**src/design/mfpc_pkg.sv**
```systemverilog
// Shared types and constants for the marker framed packet checker.
// No dependencies.
package mfpc_pkg;

  localparam logic [7:0]  MARK_PREAMBLE = 8'hbe;
  localparam logic [7:0]  MARK_SYNC     = 8'haa;
  localparam logic [7:0]  MARK_TRAILER  = 8'h55;
  localparam logic [7:0]  MARK_TAIL     = 8'hed;
  localparam logic [7:0]  TYPE_DEVINFO  = 8'h01;
  localparam logic [15:0] MARK_COUNT    = 16'd8;

  typedef enum logic [2:0] {
    PH_PREAMBLE = 3'd0,
    PH_SYNC     = 3'd1,
    PH_HEADER   = 3'd2,
    PH_PAYLOAD  = 3'd3,
    PH_CHECK    = 3'd4,
    PH_TRAILER  = 3'd5,
    PH_TAIL     = 3'd6
  } phase_t;

  typedef enum logic [2:0] {
    ST_OK_DEVINFO = 3'd0,
    ST_OK_OTHER   = 3'd1,
    ST_PREAMBLE   = 3'd2,
    ST_SYNC       = 3'd3,
    ST_CHECKSUM   = 3'd4,
    ST_TRAILER    = 3'd5,
    ST_TAIL       = 3'd6,
    ST_TRUNCATED  = 3'd7
  } status_t;

  typedef struct packed {
    logic [7:0] data_byte;
    logic       last_of_datagram;
  } item_t;

  typedef struct packed {
    logic        has_result;
    logic        payload_valid;
    logic [7:0]  payload_byte;
    logic        verdict_valid;
    logic [2:0]  frame_status;
    logic [7:0]  frame_type;
    logic [15:0] payload_length;
  } result_t;

endpackage

```
**src/design/mfpc_parser.sv**
```systemverilog
// Frame parser: phase state machine, byte counter, length/type capture and sum.
// Depends on mfpc_pkg.
module mfpc_parser
  import mfpc_pkg::*;
(
  input  logic    clk,
  input  logic    rst_n,
  input  logic    consume,
  input  item_t   item,
  output result_t res
);

  phase_t      phase_r, phase_nxt;
  logic [15:0] pos_r, pos_nxt;
  logic [15:0] len_r, len_nxt;
  logic [7:0]  sum_r, sum_nxt;
  logic [7:0]  type_r, type_nxt;
  logic        sent_r, sent_nxt;

  logic [15:0] pos_inc;
  logic [7:0]  mark;
  status_t     fail_code;
  phase_t      mark_next;
  logic        pv, vv;
  status_t     st;
  logic [7:0]  b;

  assign b       = item.data_byte;
  assign pos_inc = pos_r + 16'd1;

  // Marker byte, failure code and following phase for the four marker runs
  always_comb begin
    unique case (phase_r)
      PH_PREAMBLE: begin mark = MARK_PREAMBLE; fail_code = ST_PREAMBLE; mark_next = PH_SYNC;    end
      PH_SYNC:     begin mark = MARK_SYNC;     fail_code = ST_SYNC;     mark_next = PH_HEADER;  end
      PH_TRAILER:  begin mark = MARK_TRAILER;  fail_code = ST_TRAILER;  mark_next = PH_TAIL;    end
      default:     begin mark = MARK_TAIL;     fail_code = ST_TAIL;     mark_next = PH_TAIL;    end
    endcase
  end

  always_comb begin
    phase_nxt = phase_r;
    pos_nxt   = pos_r;
    len_nxt   = len_r;
    sum_nxt   = sum_r;
    type_nxt  = type_r;
    sent_nxt  = sent_r;
    pv        = 1'b0;
    vv        = 1'b0;
    st        = ST_OK_DEVINFO;

    if (!sent_r) begin
      unique case (phase_r) inside
        PH_PREAMBLE, PH_SYNC, PH_TRAILER, PH_TAIL: begin
          if (b != mark) begin
            vv = 1'b1;
            st = fail_code;
          end else if (pos_inc >= MARK_COUNT) begin
            pos_nxt   = '0;
            phase_nxt = mark_next;
            if (phase_r == PH_TAIL) begin
              vv = 1'b1;
              st = (type_r == TYPE_DEVINFO) ? ST_OK_DEVINFO : ST_OK_OTHER;
            end
          end else begin
            pos_nxt = pos_inc;
          end
        end
        PH_HEADER: begin
          if (pos_r == 16'd0) begin
            len_nxt = {8'h00, b};
            pos_nxt = 16'd1;
          end else if (pos_r == 16'd1) begin
            len_nxt = {b, len_r[7:0]};
            pos_nxt = 16'd2;
          end else begin
            type_nxt  = b;
            pos_nxt   = '0;
            sum_nxt   = '0;
            phase_nxt = (len_r != 16'd0) ? PH_PAYLOAD : PH_CHECK;
          end
        end
        PH_PAYLOAD: begin
          pv      = 1'b1;
          sum_nxt = sum_r + b;
          if (pos_inc >= len_r) begin
            pos_nxt   = '0;
            phase_nxt = PH_CHECK;
          end else begin
            pos_nxt = pos_inc;
          end
        end
        PH_CHECK: begin
          if (b != sum_r) begin
            vv = 1'b1;
            st = ST_CHECKSUM;
          end else begin
            pos_nxt   = '0;
            phase_nxt = PH_TRAILER;
          end
        end
        default: begin
          phase_nxt = PH_PREAMBLE;
        end
      endcase

      if (!vv && item.last_of_datagram) begin
        vv = 1'b1;
        st = ST_TRUNCATED;
      end
    end

    // verdict reports the captured fields as updated by this byte
    res.has_result     = pv || vv;
    res.payload_valid  = pv;
    res.payload_byte   = pv ? b : 8'h00;
    res.verdict_valid  = vv;
    res.frame_status   = vv ? st : ST_OK_DEVINFO;
    res.frame_type     = vv ? type_nxt : 8'h00;
    res.payload_length = vv ? len_nxt : 16'h0000;

    if (vv) begin
      sent_nxt = 1'b1;
    end
    if (item.last_of_datagram) begin
      phase_nxt = PH_PREAMBLE;
      pos_nxt   = '0;
      len_nxt   = '0;
      sum_nxt   = '0;
      type_nxt  = '0;
      sent_nxt  = 1'b0;
    end
  end

  always_ff @(posedge clk) begin
    if (!rst_n) begin
      phase_r <= PH_PREAMBLE;
      pos_r   <= '0;
      len_r   <= '0;
      sum_r   <= '0;
      type_r  <= '0;
      sent_r  <= 1'b0;
    end else if (consume) begin
      phase_r <= phase_nxt;
      pos_r   <= pos_nxt;
      len_r   <= len_nxt;
      sum_r   <= sum_nxt;
      type_r  <= type_nxt;
      sent_r  <= sent_nxt;
    end
  end

endmodule

```
**config.mk**
```make
export PLATFORM = sky130hd
export DESIGN_NAME = mfpc_parser
export DESIGN_NICKNAME = d
export VERILOG_FILES = /design/src/design/mfpc_pkg.sv /design/src/design/mfpc_parser.sv
export SDC_FILE = /design/constraint.sdc
export NUM_CORES = 1
export LEC_CHECK = 0
export BUFFER_PORTS_ARGS = -buffer_cell sky130_fd_sc_hd__buf_2
export CORE_MARGIN = 4
export CORE_UTILIZATION = 54
export DETAILED_ROUTE_END_ITERATION = 6
export PLACE_DENSITY = 0.84
export RECOVER_POWER = 100
export SYNTH_ARGS = -nofsm -noshare
export SYNTH_HDL_FRONTEND = slang
export SYNTH_SLANG_ARGS = --single-unit
```
**constraint.sdc**
```tcl
create_clock -name clk -period 3 [get_ports clk]
set_input_delay 0 -clock clk [delete_from_list [all_inputs] [get_ports clk]]
set_output_delay 0 -clock clk [all_outputs]
set_load 0.01 [all_outputs]
```
# Word-level counts from Yosys, hierarchy flattened
# Index checks and enable logic that the tools add are counted.
# totals
regBits	52
output_inout_bits	38
wordCells	102
input_bits	12
# classes
n_lt_le_gt_ge	2
n_eq_ne	17
reduce_logical	14
muxes	61
add_sub_neg	2
# op_table
cell	count
$mux W16	12
$mux W8	11
$pmux W16 S4	1
$mux W3	14
$pmux W8 S3	1
$add A16 B1 Y16 const B	1
$eq A16 B1 Y1 const B	1
$ge A16 B16 Y1	1
$ge A16 B4 Y1 const B	1
$logic_not A16 Y1	1
$ne A8 B8 Y1	2
$pmux W8 S2	1
$reduce_bool A16 Y1	1
$ne A3 B3 Y1 const B	5
$mux W1	14
$pmux W3 S2	2
$pmux W3 S4	1
$reduce_and A5 Y1	2
$eq A3 B3 Y1 const B	3
$pmux W3 S3	1
$add A8 B8 Y8	1
$eq A8 B1 Y1 const B	1
$reduce_and A8 Y1	1
$eq A3 B2 Y1 const B	2
other kinds (14)	15

# Longest topological paths before layout
# logic_depth
ltp_word	12
depth_mapped	15
mapped_depth_nobuf	13

# Worst setup path after synthesis
# OpenSTA, ideal clock, no wires.
# synth_timing
path_type	reg-to-reg
from	register pos_r[2]
to	register pos_r[2]
synth_period_minus_slack_ns	3.156
n_path_buf	2
setup_ns	0.063
required_time_ns	2.937
slack_ns	-0.156
stages_incl_launch_ff	14
arrival_time_ns	3.094
path_cell_list	dfxtp_1 > buf_2 > nand4_1 > nor3_2 > and3_1 > xor2_1 > ha_1 > a21o_1 > a21o_1 > a21o_1 > nor3_1 > clkbuf_1 > o2111ai_1 > nand3_1
# synth_via
elab_chain_len	7
elab_cells_between_ends	9
classes_between	add/sub: 1; order compare: 2; mux: 6
# synth_lines
element	line_no	source
from (decl)	mfpc_parser.sv:14	logic [15:0] pos_r, pos_nxt;
from (signal assigned)	mfpc_parser.sv:145	pos_r <= pos_nxt;
$add A16 B1 Y16 *	mfpc_parser.sv:29	assign pos_inc = pos_r + 16'd1;
$ge A16 B4 Y1	mfpc_parser.sv:58	end else if (pos_inc >= MARK_COUNT) begin
$mux W16	mfpc_parser.sv:58	
$mux W16	mfpc_parser.sv:55	if (b != mark) begin
$pmux W16 S4 *	mfpc_parser.sv:53	unique case (phase_r) inside
$mux W16 *	mfpc_parser.sv:52	if (!sent_r) begin
$mux W16 *	mfpc_parser.sv:125	if (item.last_of_datagram) begin
# Every way passes the cells marked *; elsewhere a longest branch is shown, timed or not. The select of a mux whose other input is x is not followed.
# A chain may end at the register's enable or synchronous reset.

# Worst setup path in the final report
# layout_timing
from	register pos_r[0]
to	register phase_r[0]
# layout_via
elab_chain_len	4
elab_cells_between_ends	10
classes_between	add/sub: 1; order compare: 2; eq/ne: 5; reduce/logical: 2
# layout_lines
element	line_no	source
$add A16 B1 Y16	mfpc_parser.sv:29	
$ge A16 B16 Y1 / $ge A16 B4 Y1 (equally long branches)	mfpc_parser.sv:86, mfpc_parser.sv:58	
$ne A3 B2 Y1 (no line) / $ne A3 B3 Y1 (equally long branches)	-	
$reduce_and A8 Y1 (no line) *	-	
to (signal assigned)	mfpc_parser.sv:144	phase_r <= phase_nxt;
to (decl)	mfpc_parser.sv:13	phase_t phase_r, phase_nxt;
# Every way passes the cells marked *; elsewhere a longest branch is shown, timed or not.

==> out/metrics.cfg <==
[outcome]
violations = design-rule violations, negative setup slack
status = complete, but fails checks

[routing]
drtIter0Drc = 738
ant_nets = 0
post_drt_via_cell_ratio = 7.06
vias = 5461
dr.pass1.iters = 7
post_drt_wl_per_cell_um = 23.2
finalWirelength_mm = 18.0
drcViolationCount = 3

[timing]
finalSetupTns_ns = -4.56
setup_viol = 43
worstMarginPinSlew_ns = 0.628
timing.final.ws_setup_ns = -0.208
fin_skew_ns = 0.0172
rsz0062_at_grt = yes
slew_headroom = 0.578
timing.final.crit_share = 1.07
finalHoldViolCount = 0
max_freq_mhz = 312
drv_slew = 0
post-route-min-period_ns = 3.21

[logic_synthesis]
ys_top_cells_by_count = nor2_1, dfxtp_1, nand2_1, a21oi_1, a22oi_1
synth_top_cell_by_area = dfxtp_1
ys_warn_count = 0
synth_edf_count = 0
yosysMostFrequentCell = nor2_1
synth_area_mm2 = 0.00433
ys_types = 71
synthFlopType = dfxtp_1
async_reset_ff_frac = 0
avgSynthCellArea_um2 = 7.52
synth_top_area_frac = 0.240
ys_top_cells_by_area = dfxtp_1, ha_1, nor2_1
ys_seq_elements = 52
yosysSeqAreaShare = 0.240
syn_inst = 576
synth_fp_nets = 615

[clock_tree]
clk-insertion-delay-late_ns = 0.33
cts_tree = yes
clockBufferDepth = 2
cts_root_buffer = clkbuf_8
clk_pin_slew_ns = 0.11
numCtsBuffers = 5
cts_max_level = 2
clock_sinks = 52

[worst_hold_path]
hp-class = in2reg

[power_and_ir_drop]
power.leakage_nw = 2.37
powerDensity_mw_per_mm2 = 238
irDropWorstVdd_v = 0.000173

[floorplan]
die_w_um = 97.6
die-area_mm2 = 0.00952
die_h_um = 97.6
start_util = 0.558
io_pins = 50
core_area_mm2 = 0.00777
placementRows = 32

[global_route]
antenna_found_initial = 0
grt-ovfl-total = 0
grt_max_degree = 38
grt_pass1_vias = 4844
grt_pass1_wl_mm = 23.7
gr-usage-all-layers = 0.301

[setup_path]
critPathKind = reg2reg
endpoint_kind = flip-flop
cp-start-kind = flip-flop
setup.worst_path.start = pos_r[0]$_SDFFE_PN0P_
crit_required_ns = 3.25
critPathCapture = phase_r[0]$_SDFFE_PN0P_
path_max_fanout = 5
r2r_end = phase_r[0]$_SDFFE_PN0P_
r2r_start = pos_r[0]$_SDFFE_PN0P_
rr_worst_depth = 14
worstPathArrival_ns = 3.46
worst-r2r-setup-slack_ns = -0.21

[placement]
io_buffers = 49
gp_congestion = 0.981
place_hpwl_mm = 10.0

[run]
cap_violations = 0

[layout]
syn_to_final_growth_pct = 35.8
drive_gt1_frac = 0.339
fin_nets = 710
n_fill_cell = 487
fin_util = 0.758
antenna_cells = 0

-- logic make-up after synthesis --
kind of cell	after synthesis	share of synthesized area
buffers and inverters	78	0.0777
DFF	52	0.240
adders and majority gates	27	0.0797
xor gates and xnor gates	21	0.0425
and+or+nand+nor	235	0.287
AOI/OAI and AO/OA	153	0.250
muxes	10	0.0231
-- metrics by stage --
step	std cells	total power [W]	hold slack [ns]	worst slack (ns)	area, um2
global placement	732	0.000842	0.374	-0.258	4900
detailed placement	732	0.000846	0.374	-0.410	4900
global route	774	0.00143	0.0756	-0.252	5880
floorplan	576	0.000801	0.224	0.0444	4340
CTS	750	0.00134	0.0304	-0.00317	5250
finish	774	0.00140	0.0822	-0.208	5880
-- cell usage in the layout, fill, tap and decap left out, types with 6 or more instances in the layout --
master and n:
dfxtp_1 41, inv_1 29, nand4_1 7, o21ai_0 11, nor2_1 51, clkbuf_1 6, xnor2_1 10, a21oi_1 22
and2_1 6, nor4_1 10, a22oi_1 32, a21oi_2 12, nor2_4 14, xor2_1 7, buf_4 74, nor3_1 14
dfxtp_2 7, a21o_1 7, o2111ai_1 7, buf_2 31, o211ai_1 11, ha_1 24, mux2i_1 10, and2_0 6
nand3_1 23, buf_6 22, nand2_1 44
-- state kept, by name, indices dropped and copies added (netlist names) --
register	flops
phase_r	3
sent_r	1
type_r	8
len_r	16
pos_r	16
sum_r	8
-- layer usage --
metal | vias to the layer above | part of all wire | global-route usage | routed length (um)
met4 | 0 | 0.085 | 0.142 | 1530
met1 | 2440 | 0.34 | 0.371 | 6050
met2 | 531 | 0.45 | 0.504 | 8150
met3 | 191 | 0.12 | 0.0553 | 2230
met5 | - | 0 | 0 | 0
li1 | 2299 | - | - | -
-- where the power goes --
group	internal, W	switching, W
sequential	0.000688	0.00000305
clock	0.000253	0.000277
combinational	0.0000561	0.000124
total	0.000997	0.000404
-- how the worst min path moves through the flow --
stage / from / end / slack [ns] / depth (start not counted)
final: consume / sum_r[0]$_SDFFE_PN0P_ / 0.08 / 3
after CTS: consume / len_r[15]$_SDFFE_PN0P_ / 0.03 / 3
after floorplan: item[0] / pos_r[1]$_SDFFE_PN0P_ / 0.22 / 3
after detailed placement: consume / len_r[15]$_SDFFE_PN0P_ / 0.37 / 3
after global placement: consume / len_r[15]$_SDFFE_PN0P_ / 0.37 / 3
after global routing: consume / sum_r[1]$_SDFFE_PN0P_ / 0.08 / 3
-- timing repair --
| item | 4_1_cts | 5_1_grt |
|---|---|---|
| pin swaps | 9 | 49 |
| gates cloned | 0 | 4 |
| hold buffers | 0 | 0 |
| setup endpoints to repair | 47 | 48 |
| buffers inserted | 10 | 20 |
| resized for setup | 37 | 92 |
-- final cells by class --
cell class	instances	area, um2	area share
Multi-Input combinational cell	446	3420	0.581
Sequential cell	52	1060	0.181
Timing Repair Buffer	135	1050	0.178
Tap cell	102	128	0.0217
Inverter	31	116	0.0198
Clock buffer	6	72.6	0.0123
Clock inverter	2	38.8	0.00659
-- critical path: stages, from the launching register on --
cell and delay [ns]:
dfxtp_4 0.40, ha_4 0.17, nand3_4 0.12, nor2_4 0.15, and3_4 0.24, xor2_4 0.18, ha_1 0.32, nand2_1 0.14
o21ai_2 0.11, a211oi_2 0.28, nor3_2 0.09, buf_4 0.17, or3_4 0.39, o211ai_1 0.18, mux2i_1 0.22
(Power assumes the default switching activity.)
